File: config.mk
export PLATFORM = sky130hd
export DESIGN_NAME = rle8_escape_decoder_core
export DESIGN_NICKNAME = d
export VERILOG_FILES = /design/src/rtl/rle8_pkg.sv /design/src/rtl/rle8_escape_decoder_core.sv /design/src/rtl/rle8_front.sv /design/src/rtl/rle8_cmd_queue.sv /design/src/rtl/rle8_back.sv
export VERILOG_INCLUDE_DIRS = /design/src /design/src/rtl
export SDC_FILE = /design/constraint.sdc
export NUM_CORES = 1
export LEC_CHECK = 0
export BUFFER_PORTS_ARGS = -buffer_cell sky130_fd_sc_hd__buf_2
export CAP_MARGIN = 10
export CORE_ASPECT_RATIO = 1.75
export CORE_UTILIZATION = 55
export CTS_CLUSTER_DIAMETER = 30
export DETAILED_ROUTE_END_ITERATION = 12
export GPL_ROUTABILITY_DRIVEN = 0
export MAX_ROUTING_LAYER = met4
export PLACE_DENSITY = 0.76
export SLEW_MARGIN = 15
export SYNTH_ARGS = -nofsm -noshare
export SYNTH_HDL_FRONTEND = slang
export SYNTH_HIERARCHICAL = 1
export SYNTH_SLANG_ARGS = --single-unit
export TNS_END_PERCENT = 100
File: constraint.sdc
create_clock -name clk_i -period 5.2 [get_ports clk_i]
set_input_delay 0.26 -clock clk_i [delete_from_list [all_inputs] [get_ports clk_i]]
set_output_delay 0.26 -clock clk_i [all_outputs]
set_load 0.01 [all_outputs]
File: src/rtl/rle8_escape_decoder_core_assert.svh
// assertion macros shared by the rle8 decoder modules
`ifndef RLE8_ESCAPE_DECODER_CORE_ASSERT_SVH
`define RLE8_ESCAPE_DECODER_CORE_ASSERT_SVH

// same-cycle implication, clocked on clk_i and held off during reset
`define RLE8_ASSERT_IMP(label, ante, cons, msg) \
  label: assert property (@(posedge clk_i) disable iff (!rst_ni) (ante) |-> (cons)) \
    else $error(msg);

// next-cycle implication
`define RLE8_ASSERT_NXT(label, ante, cons, msg) \
  label: assert property (@(posedge clk_i) disable iff (!rst_ni) (ante) |=> (cons)) \
    else $error(msg);

`endif

File: src/rtl/rle8_pkg.sv
// shared types and constants of the rle8 escape decoder
`timescale 1ns / 1ps
package rle8_pkg;

  localparam logic [7:0]  CodeNewline = 8'd0;
  localparam logic [7:0]  CodeEnd     = 8'd1;
  localparam logic [7:0]  CodeMove    = 8'd2;
  localparam logic [7:0]  CodeLitMin  = 8'd3;
  localparam logic [7:0]  EscapeByte  = 8'd0;
  localparam logic [15:0] PitchReset  = 16'd320;

  localparam int QueueDepth = 4;
  localparam int QueuePtrW  = $clog2(QueueDepth);

  typedef enum logic [2:0] {
    PH_COUNT,
    PH_VALUE,
    PH_CODE,
    PH_MOVE_X,
    PH_MOVE_Y,
    PH_LITERAL
  } phase_e;

  typedef enum logic [2:0] {
    OP_FILL,
    OP_NEWLINE,
    OP_MOVE,
    OP_MOVE_LINE,
    OP_END
  } op_e;

  typedef struct packed {
    op_e         op;
    logic [23:0] amount;
    logic [7:0]  value;
  } cmd_t;

  typedef struct packed {
    logic full;
    logic empty;
  } q_status_t;

endpackage

File: src/rtl/rle8_escape_decoder_core.sv
// top level of the rle8 escape decoder
// Usage:
//   in channel: one compressed byte per word on in_byte_i, valid/ready.
//   out channel: one command per word (write_offset_o, run_length_o,
//   pixel_value_o, is_end_o, overflow_o), valid/ready. Runs and literal
//   bytes give fill words; the end code gives a word with is_end_o set,
//   the decoded size in write_offset_o and zero length and value.
//   cfg: cfg_we_i writes cfg_wdata_i into the line pitch, no wait. Write
//   it only while no word is in flight.
// Timing: a word that yields a result is written into the command queue
//   on acceptance and then loaded into the output register that drives
//   out_valid_o. One byte per cycle sustained: the parser takes a byte
//   every cycle and the executor pops one command per cycle, so the
//   four-entry queue never fills without a stall.
// Stall: while the receiver holds out_ready_i low the queue fills; once
//   full, in_ready_o drops. Newline and move words at the head still drain.
// Reset: pitch 320, position, line base and wrap flag cleared, queue empty.
`timescale 1ns / 1ps
module rle8_escape_decoder_core #(
  parameter int OFFSET_BITS = 24
) (
  input  logic        clk_i,
  input  logic        rst_ni,
  input  logic        cfg_we_i,
  input  logic [15:0] cfg_wdata_i,
  input  logic        in_valid_i,
  output logic        in_ready_o,
  input  logic [7:0]  in_byte_i,
  output logic        out_valid_o,
  input  logic        out_ready_i,
  output logic [23:0] write_offset_o,
  output logic [7:0]  run_length_o,
  output logic [7:0]  pixel_value_o,
  output logic        is_end_o,
  output logic        overflow_o
);
  import rle8_pkg::*;

  logic      push, pop;
  cmd_t      cmd_in, cmd_head;
  q_status_t q_status;

  rle8_front u_front (
    .clk_i      (clk_i),
    .rst_ni     (rst_ni),
    .cfg_we_i   (cfg_we_i),
    .cfg_wdata_i(cfg_wdata_i),
    .in_valid_i (in_valid_i),
    .in_ready_o (in_ready_o),
    .in_byte_i  (in_byte_i),
    .q_status_i (q_status),
    .push_o     (push),
    .cmd_o      (cmd_in)
  );

  rle8_cmd_queue u_queue (
    .clk_i   (clk_i),
    .rst_ni  (rst_ni),
    .push_i  (push),
    .cmd_i   (cmd_in),
    .pop_i   (pop),
    .cmd_o   (cmd_head),
    .status_o(q_status)
  );

  rle8_back #(
    .OFFSET_BITS(OFFSET_BITS)
  ) u_back (
    .clk_i         (clk_i),
    .rst_ni        (rst_ni),
    .cmd_valid_i   (!q_status.empty),
    .cmd_i         (cmd_head),
    .pop_o         (pop),
    .out_valid_o   (out_valid_o),
    .out_ready_i   (out_ready_i),
    .write_offset_o(write_offset_o),
    .run_length_o  (run_length_o),
    .pixel_value_o (pixel_value_o),
    .is_end_o      (is_end_o),
    .overflow_o    (overflow_o)
  );

endmodule

File: src/rtl/rle8_front.sv
// byte parser: tracks the escape phase and turns words into commands
`timescale 1ns / 1ps
`include "rle8_escape_decoder_core_assert.svh"
module rle8_front (
  input  logic              clk_i,
  input  logic              rst_ni,
  input  logic              cfg_we_i,
  input  logic [15:0]       cfg_wdata_i,
  input  logic              in_valid_i,
  output logic              in_ready_o,
  input  logic [7:0]        in_byte_i,
  input  rle8_pkg::q_status_t q_status_i,
  output logic              push_o,
  output rle8_pkg::cmd_t    cmd_o
);
  import rle8_pkg::*;

  phase_e      phase_q, phase_d;
  logic [7:0]  count_q, count_d;
  logic [15:0] pitch_q;
  logic        take;
  logic [23:0] dy;

  assign in_ready_o = !q_status_i.full;
  assign take       = in_valid_i && in_ready_o;
  assign dy         = 24'(in_byte_i) * 24'(pitch_q);

  // next phase
  always_comb begin
    phase_d = phase_q;
    count_d = count_q;
    if (take) begin
      case (phase_q)
        PH_COUNT: begin
          if (in_byte_i != EscapeByte) begin
            count_d = in_byte_i;
            phase_d = PH_VALUE;
          end else begin
            phase_d = PH_CODE;
          end
        end
        PH_VALUE: begin
          count_d = '0;
          phase_d = PH_COUNT;
        end
        PH_CODE: begin
          if (in_byte_i >= CodeLitMin) begin
            count_d = in_byte_i;
            phase_d = PH_LITERAL;
          end else if (in_byte_i == CodeMove) begin
            phase_d = PH_MOVE_X;
          end else begin
            count_d = '0;
            phase_d = PH_COUNT;
          end
        end
        PH_MOVE_X: phase_d = PH_MOVE_Y;
        PH_MOVE_Y: phase_d = PH_COUNT;
        PH_LITERAL: begin
          count_d = count_q - 8'd1;
          if (count_q == 8'd1) begin
            phase_d = PH_COUNT;
          end
        end
        default: begin
          count_d = '0;
          phase_d = PH_COUNT;
        end
      endcase
    end
  end

  // command words for the back end
  always_comb begin
    push_o       = 1'b0;
    cmd_o.op     = OP_FILL;
    cmd_o.amount = 24'(count_q);
    cmd_o.value  = in_byte_i;
    if (take) begin
      case (phase_q)
        PH_VALUE: push_o = 1'b1;
        PH_LITERAL: begin
          push_o       = 1'b1;
          cmd_o.amount = 24'd1;
        end
        PH_CODE: begin
          if (in_byte_i == CodeNewline) begin
            push_o       = 1'b1;
            cmd_o.op     = OP_NEWLINE;
            cmd_o.amount = 24'(pitch_q);
          end else if (in_byte_i == CodeEnd) begin
            push_o   = 1'b1;
            cmd_o.op = OP_END;
          end
        end
        PH_MOVE_X: begin
          push_o       = 1'b1;
          cmd_o.op     = OP_MOVE;
          cmd_o.amount = 24'(in_byte_i);
        end
        PH_MOVE_Y: begin
          push_o       = 1'b1;
          cmd_o.op     = OP_MOVE_LINE;
          cmd_o.amount = dy;
        end
        default: push_o = 1'b0;
      endcase
    end
  end

  always_ff @(posedge clk_i or negedge rst_ni) begin
    if (!rst_ni) begin
      phase_q <= PH_COUNT;
      count_q <= '0;
      pitch_q <= PitchReset;
    end else begin
      phase_q <= phase_d;
      count_q <= count_d;
      if (cfg_we_i) begin
        pitch_q <= cfg_wdata_i;
      end
    end
  end

  `RLE8_ASSERT_IMP(a_lit_count, phase_q == PH_LITERAL, count_q != 8'd0, "literal phase with zero count")
  `RLE8_ASSERT_IMP(a_no_push_full, push_o, !q_status_i.full, "command pushed into full queue")

endmodule

File: src/rtl/rle8_cmd_queue.sv
// small command queue between parser and executor
`timescale 1ns / 1ps
`include "rle8_escape_decoder_core_assert.svh"
module rle8_cmd_queue (
  input  logic                clk_i,
  input  logic                rst_ni,
  input  logic                push_i,
  input  rle8_pkg::cmd_t      cmd_i,
  input  logic                pop_i,
  output rle8_pkg::cmd_t      cmd_o,
  output rle8_pkg::q_status_t status_o
);
  import rle8_pkg::*;

  cmd_t                 mem [QueueDepth];
  logic [QueuePtrW-1:0] wr_ptr_q, rd_ptr_q;
  logic [QueuePtrW:0]   fill_q, fill_d;
  logic                 do_pop;

  assign status_o.full  = (fill_q == (QueuePtrW + 1)'(QueueDepth));
  assign status_o.empty = (fill_q == '0);
  assign do_pop         = pop_i && !status_o.empty;
  assign cmd_o          = mem[rd_ptr_q];

  always_comb begin
    fill_d = fill_q;
    if (push_i && !do_pop) begin
      fill_d = fill_q + 1'b1;
    end else if (!push_i && do_pop) begin
      fill_d = fill_q - 1'b1;
    end
  end

  always_ff @(posedge clk_i) begin
    if (push_i) begin
      mem[wr_ptr_q] <= cmd_i;
    end
  end

  always_ff @(posedge clk_i or negedge rst_ni) begin
    if (!rst_ni) begin
      wr_ptr_q <= '0;
      rd_ptr_q <= '0;
      fill_q   <= '0;
    end else begin
      fill_q <= fill_d;
      if (push_i) begin
        wr_ptr_q <= wr_ptr_q + 1'b1;
      end
      if (do_pop) begin
        rd_ptr_q <= rd_ptr_q + 1'b1;
      end
    end
  end

  `RLE8_ASSERT_IMP(a_fill_bound, 1'b1, fill_q <= (QueuePtrW + 1)'(QueueDepth), "queue fill out of range")
  `RLE8_ASSERT_IMP(a_ptr_match, fill_q == '0, wr_ptr_q == rd_ptr_q, "empty queue with skewed pointers")

endmodule

File: src/rtl/rle8_back.sv
// executor: position arithmetic, wrap flag and output register
`timescale 1ns / 1ps
`include "rle8_escape_decoder_core_assert.svh"
module rle8_back #(
  parameter int OFFSET_BITS = 24
) (
  input  logic           clk_i,
  input  logic           rst_ni,
  input  logic           cmd_valid_i,
  input  rle8_pkg::cmd_t cmd_i,
  output logic           pop_o,
  output logic           out_valid_o,
  input  logic           out_ready_i,
  output logic [23:0]    write_offset_o,
  output logic [7:0]     run_length_o,
  output logic [7:0]     pixel_value_o,
  output logic           is_end_o,
  output logic           overflow_o
);
  import rle8_pkg::*;

  localparam int SumW = ((OFFSET_BITS > 24) ? OFFSET_BITS : 24) + 1;

  logic [OFFSET_BITS-1:0] pos_q, pos_d, base_q, base_d;
  logic                   wrap_q, wrap_d;
  logic [SumW-1:0]        pos_sum, base_sum;
  logic                   pos_wrap, base_wrap, emits, load;
  logic                   out_valid_q, out_valid_d;
  logic [23:0]            offset_q, offset_d;
  logic [7:0]             len_q, len_d, value_q, value_d;
  logic                   end_q, end_d, ovf_q, ovf_d;

  assign pos_sum   = SumW'(pos_q) + SumW'(cmd_i.amount);
  assign base_sum  = SumW'(base_q) + SumW'(cmd_i.amount);
  assign pos_wrap  = |pos_sum[SumW-1:OFFSET_BITS];
  assign base_wrap = |base_sum[SumW-1:OFFSET_BITS];

  assign emits = (cmd_i.op == OP_FILL) || (cmd_i.op == OP_END);
  // silent commands never wait on the output side
  assign pop_o = cmd_valid_i && (!emits || !out_valid_q || out_ready_i);
  assign load  = pop_o && emits;

  always_comb begin
    pos_d    = pos_q;
    base_d   = base_q;
    wrap_d   = wrap_q;
    offset_d = 24'(pos_q);
    len_d    = cmd_i.amount[7:0];
    value_d  = cmd_i.value;
    end_d    = 1'b0;
    ovf_d    = wrap_q | pos_wrap;
    if (pop_o) begin
      case (cmd_i.op)
        OP_FILL: begin
          pos_d  = pos_sum[OFFSET_BITS-1:0];
          wrap_d = wrap_q | pos_wrap;
        end
        OP_NEWLINE: begin
          base_d = base_sum[OFFSET_BITS-1:0];
          pos_d  = base_sum[OFFSET_BITS-1:0];
          wrap_d = wrap_q | base_wrap;
        end
        OP_MOVE: begin
          pos_d  = pos_sum[OFFSET_BITS-1:0];
          wrap_d = wrap_q | pos_wrap;
        end
        OP_MOVE_LINE: begin
          base_d = base_sum[OFFSET_BITS-1:0];
          pos_d  = pos_sum[OFFSET_BITS-1:0];
          wrap_d = wrap_q | pos_wrap | base_wrap;
        end
        OP_END: begin
          len_d   = '0;
          value_d = '0;
          end_d   = 1'b1;
          ovf_d   = wrap_q;
          pos_d   = '0;
          base_d  = '0;
          wrap_d  = 1'b0;
        end
        default: wrap_d = wrap_q;
      endcase
    end
  end

  assign out_valid_d = (out_valid_q && !out_ready_i) || load;

  always_ff @(posedge clk_i or negedge rst_ni) begin
    if (!rst_ni) begin
      pos_q       <= '0;
      base_q      <= '0;
      wrap_q      <= 1'b0;
      out_valid_q <= 1'b0;
    end else begin
      pos_q       <= pos_d;
      base_q      <= base_d;
      wrap_q      <= wrap_d;
      out_valid_q <= out_valid_d;
    end
  end

  always_ff @(posedge clk_i) begin
    if (load) begin
      offset_q <= offset_d;
      len_q    <= len_d;
      value_q  <= value_d;
      end_q    <= end_d;
      ovf_q    <= ovf_d;
    end
  end

  assign out_valid_o    = out_valid_q;
  assign write_offset_o = offset_q;
  assign run_length_o   = len_q;
  assign pixel_value_o  = value_q;
  assign is_end_o       = end_q;
  assign overflow_o     = ovf_q;

  `RLE8_ASSERT_NXT(a_end_clears, pop_o && cmd_i.op == OP_END, pos_q == '0 && base_q == '0 && !wrap_q, "end word left state")
  `RLE8_ASSERT_NXT(a_load_valid, load, out_valid_q, "loaded result not presented")

endmodule
Word level (Yosys, flattened, before mapping)
Memories as Yosys holds them, arrays and structs flattened. Index checks and enable logic that the tools add are counted.

Register bits: 126. Bits in writable memories: 140. Bits of input ports: 29. Output and inout bits: 44. Word-level logic and storage cells: 115. Memories: 1.

$add $sub $neg: 7. Multipliers: 1. Order comparisons: 1. Equal/unequal tests: 16. Muxes and demuxes: 33. Bitwise logic cells: 4. Reductions and logical operators: 37.

Memories: u_queue.mem (depth 4, bits a word 35, read ports 1, clocked after Yosys merged registers in 0, wr ports 1, RTL line rle8_cmd_queue.sv:15) `cmd_t mem [QueueDepth];`.

Operator list (number): 24-bit case mux with 4 select lines (1); 24-bit case mux with 3 select lines (1); 8-bit two-way mux (7); 24-bit by 24-bit adder with 25-bit output (2); 24-bit case mux with 2 select lines (1); 8-bit case mux with 4 select lines (1); 27-bit two-way mux (1); 8-bit by 16-bit multiplier with 24-bit output (1); 3-bit two-way mux (6); 8-bit by 1-bit == test with 1-bit output, second input constant (2); 16-bit two-way mux (1); 3-bit by 2-bit == test with 1-bit output, second input constant (4); 3-bit == test, second input constant (4); 3-bit case mux with 4 select lines (1); 3-bit zero test (3); 3-bit case mux with 3 select lines (1); 8-bit by 2-bit == test with 1-bit output, second input constant (1); 8-bit by 2-bit >= comparator with 1-bit output, second input constant (1); 8-bit zero test (1); 1-bit two-way mux (8); 2-bit AND reduction (4); 8-bit nonzero test (1); 8-bit by 1-bit subtractor with 8-bit output, second input constant (1); 1-bit logical AND (7); other kinds (20) (38).

Depth between registers and ports, before layout
An unclocked memory read counts as a cell.

Word-level depth: 11. Mapped depth: 19. Mapped depth without buffers: 16.

Hierarchy
The synthesis kept the hierarchy.

By module, submodules not included: rle8_front (times used 1, cells an instance 712, area an instance 6055.8 um^2, sequential area each 678.2 um^2); rle8_back (times used 1, cells an instance 595, area an instance 5929.4 um^2, sequential area each 2512.4 um^2); rle8_cmd_queue (times used 1, cells an instance 218, area an instance 5506.5 um^2, sequential area each 4379.2 um^2); rle8_escape_decoder_core (times used 1, cells an instance 1, area an instance 3.8 um^2, sequential area each 0.0 um^2).

Worst setup path before layout
OpenSTA, ideal clock, no wires.

Kind: in2reg. From: input port in_byte_i[3]. To: memory u_queue/mem[0][24] (netlist name) (data pin). Setup time: 0.203 ns. Arrival: 4.495 ns. Data required time: 4.997 ns. Setup slack: 0.502 ns. Cell stages on the path: 15. Path buffers: 2. Path through: clkbuf_1 -> clkbuf_1 -> and2_1 -> fa_1 -> fa_1 -> fa_1 -> inv_1 -> fa_1 -> inv_1 -> ha_1 -> nand2_1 -> or4b_1 -> a311oi_1 -> nor3_1 -> nor3_1.

RTL lines: start: declaration (RTL line rle8_escape_decoder_core.sv:28) `input logic [7:0] in_byte_i,`; end: declaration (RTL line rle8_cmd_queue.sv:15).

==> impl_metrics.tcl <==
set metrics [dict create \
    outcome "finished, final reports clean" \
    peakVddDrop_mv 0.464 \
    first_pass_iters 7 \
    worstSetupPathType "reg -> reg" \
    clkSinkCount 266 \
    regArea_sq_um 7570 \
    final_common_cell "edfxtp_1" \
    synth_top_area_share_pct 31.2 \
    hp-start "out_ready_i" \
    crit_arrival_ns 5.30 \
    grt_pass1_vias 13200 \
    final_nets 1838 \
    worst_setup_path_start_kind "flip-flop" \
    pin_count 73 \
    worstPathMaxFanout 10 \
    synth.largest_area_cell "edfxtp_1" \
    htree_num_levels 2 \
    drc 0 \
    startpoint "u_front/pitch_q[3]" \
    synthesis.area_sq_um 17500 \
    hpwl_mm 30.4 \
    multi_input_area_sq_um 9080 \
    top_usage_layer "met2" \
    wl_mm 40.8 \
    clock_skew_ns 0.0266 \
    synthArstFlopShare_pct 31.6 \
    viasPerCell 6.03 \
    leakage_nw 8.27 \
    final_cell_mix "edfxtp_1 (182), inv_1 (128), and2_1 (118), nand2_1 (99), ha_1 (99)" \
    final_hold_viol_count 0 \
    tightest_slew_ns 1.04 \
    setup_viol 0 \
    yosysSeqAreaShare_pct 43.3 \
    synth_ff_type "edfxtp_1" \
    io_buffers 72 \
    cts_buffers 38 \
    synth_edf_count 182 \
    fp.dieW_microns 137 \
    cts_tree "built" \
    wire_per_inst_microns 19.9 \
    crit_required_ns 5.47 \
    synth_area_leaders "edfxtp_1 (31%), dfrtp_1 (12%), fa_1 (10%), ha_1 (7.1%), and2_1 (4.2%)" \
    rsz0062_at_grt "false" \
    grt_max_degree 53 \
    max_slew_margin_pct 30.8 \
    rr_startpoint "u_front/pitch_q[3]" \
    fmax_mhz 199 \
    slew_viol_final 0 \
    crit_path_end_kind "flip-flop" \
    finalCriticalPeriod_ns 5.03 \
    drive_above_1_share_pct 16.0 \
    synth.distinct_cells 85 \
    grt-ovfl-total 0 \
    drt_iter0_drc 870 \
    grt_pass1_wl_mm 66.3 \
    areaGrowthSynthToFinish_pct 12.9 \
    core-area_sq_um 31400 \
    grt_antenna_before_repair 0 \
    start_util_pct 55.7 \
    gr-usage-all-layers_pct 27.4 \
    via_count 12300 \
    num_antenna_cells 0 \
    die_h_microns 238 \
    die-area_sq_um 32600 \
    worstSkewPairLatency_ns 0.53 \
    syn_inst 1526 \
    p_per_area_nw_per_um2 714 \
    grtUsageMet1_pct 27.3 \
    ys_ff_latch 266 \
    final.period_utilization_pct 96.7 \
    synth_area_per_cell_sq_um 11.5 \
    finalSetupTns_ns 0 \
    cts.path.max_buffers 3 \
    fp-row-count 86 \
    holdCritPathClass "in -> reg" \
    syn_nets 1741 \
    clk_pin_slew_ns 0.06 \
    grt_use_met3_pct 3.91 \
    final_area_sq_um 19700 \
    clockRootBuffer "clkbuf_16" \
    use_met2_pct 49.9 \
    ant_nets 0 \
    n_fill_cell 2460 \
    ys.warnings.count 6 \
    drv_cap 0 \
    hold_slack_ns 0.123 \
    place_area_sq_um 18300 \
]
stage by stage:
stage	cells	worst slack (ns)	utilization, %	power [mW]
2_1_floorplan	1526	0.502	-	9.46
3_3_place_gp	1962	0.270	58.2	11.2
3_5_place_dp	1962	0.168	58.2	11.4
4_1_cts	2048	0.0930	62.8	14.1
5_1_grt	2048	0.0377	62.8	15.2
6_report	2048	0.173	62.8	14.1
cell type report:
cell class,count,area share [%]
clock buffers,39,4.94
multi-input cells,1060,46.0
well taps,396,2.51
repair buffers,129,4.22
clock inverters,30,1.55
flip-flops and latches,266,38.3
inverters,128,2.43
sequential cells by signal (all words and copies together) (netlist names):
name and cells:
u_back/wrap_q 1, u_back/run_length_o 8, u_queue/fill_q 3, u_front/count_q 8
u_queue/wr_ptr_q 2, u_back/offset_d 24, u_back/base_q 24, u_back/out_valid_o 1
u_queue/rd_ptr_q 2, u_back/write_offset_o 24, u_back/is_end_o 1, u_back/pixel_value_o 8
u_queue/mem 140, u_back/overflow_o 1, u_front/phase_q 3, u_front/pitch_q 16
layer usage:
layer / up-vias / routed length, microns / share of wire (%)
met5: - / 0 / 0
met4: 0 / 2290 / 5.6
met1: 6091 / 14200 / 35
li1: 5681 / - / -
met2: 408 / 22500 / 55
met3: 161 / 1820 / 4.5
cell families (layout without fill, tap and decap cells):
family	count (synthesis)	after routing	synth area share (%)
AOI/OAI and AO/OA	328	328	12.9
xor gates and xnor gates	57	57	2.85
adders and majority gates	186	186	17.0
buffers and inverters	200	326	5.01
DFF	266	266	43.3
muxes	57	57	6.05
and+or+nand+nor	432	432	12.9
synth_stat cells, types with 9 or more instances:
| cell type | count |
|---|---|
| edfxtp_1 | 182 |
| inv_1 | 128 |
| and2_1 | 118 |
| ha_1 | 99 |
| nand2_1 | 99 |
| nor2_1 | 89 |
| fa_1 | 87 |
| dfrtp_1 | 82 |
| a21oi_1 | 68 |
| o21ai_0 | 63 |
| clkbuf_1 | 41 |
| xnor2_1 | 34 |
| mux4_2 | 28 |
| a21o_1 | 26 |
| xor2_1 | 23 |
| nor2b_1 | 21 |
| nor3_1 | 21 |
| a22o_1 | 19 |
| mux2_2 | 19 |
| nand3_1 | 18 |
| a221oi_1 | 16 |
| o21ai_1 | 15 |
| a31oi_1 | 14 |
| buf_2 | 14 |
| nand2b_1 | 14 |
| o21a_1 | 14 |
| a211oi_1 | 13 |
| o211ai_1 | 9 |
what timing repair did:
item                                   in CTS  in global routing
hold buffers                               17                  0
setup endpoints to repair                   0                 29
setup buffers                               0                  0
resized for setup                           0                  5
endpoints found under the hold margin      46                  0
worst max-delay path, stage by stage (launching register included):
cell     delay, ns
dfrtp_1       0.51
and2_1        0.25
fa_1          0.44
fa_1          0.49
inv_1         0.05
fa_1          0.48
fa_1          0.49
inv_1         0.04
ha_1          0.32
o21ai_1       0.09
o21ai_0       0.26
or4b_1        0.59
a21oi_1       0.29
nor3_1        0.09
o31ai_2       0.39
path summary, 6_finish.rpt:
path / end / slack (ns) / cells past startpoint
max reg2reg: u_queue/mem[0][22] / 0.17 / 14
max in group asynchronous: u_queue/rd_ptr_q[0] / 3.83 / 3
max: u_queue/mem[0][22] / 0.17 / 14
min reg2reg: u_back/write_offset_o[4] / 0.48 / 0
min in group asynchronous: u_back/offset_d[0] / 0.22 / 2
min: u_back/out_valid_o / 0.12 / 3
power breakdown:
part / internal (mW) / total (mW) / leakage, nW / switching (mW)
clock network: 1.52 / 2.55 / 0.623 / 1.03
registers: 2.96 / 3.30 / 2.72 / 0.344
logic: 3.38 / 8.25 / 4.93 / 4.87
No activity file was read; power rests on OpenSTA's default activity.
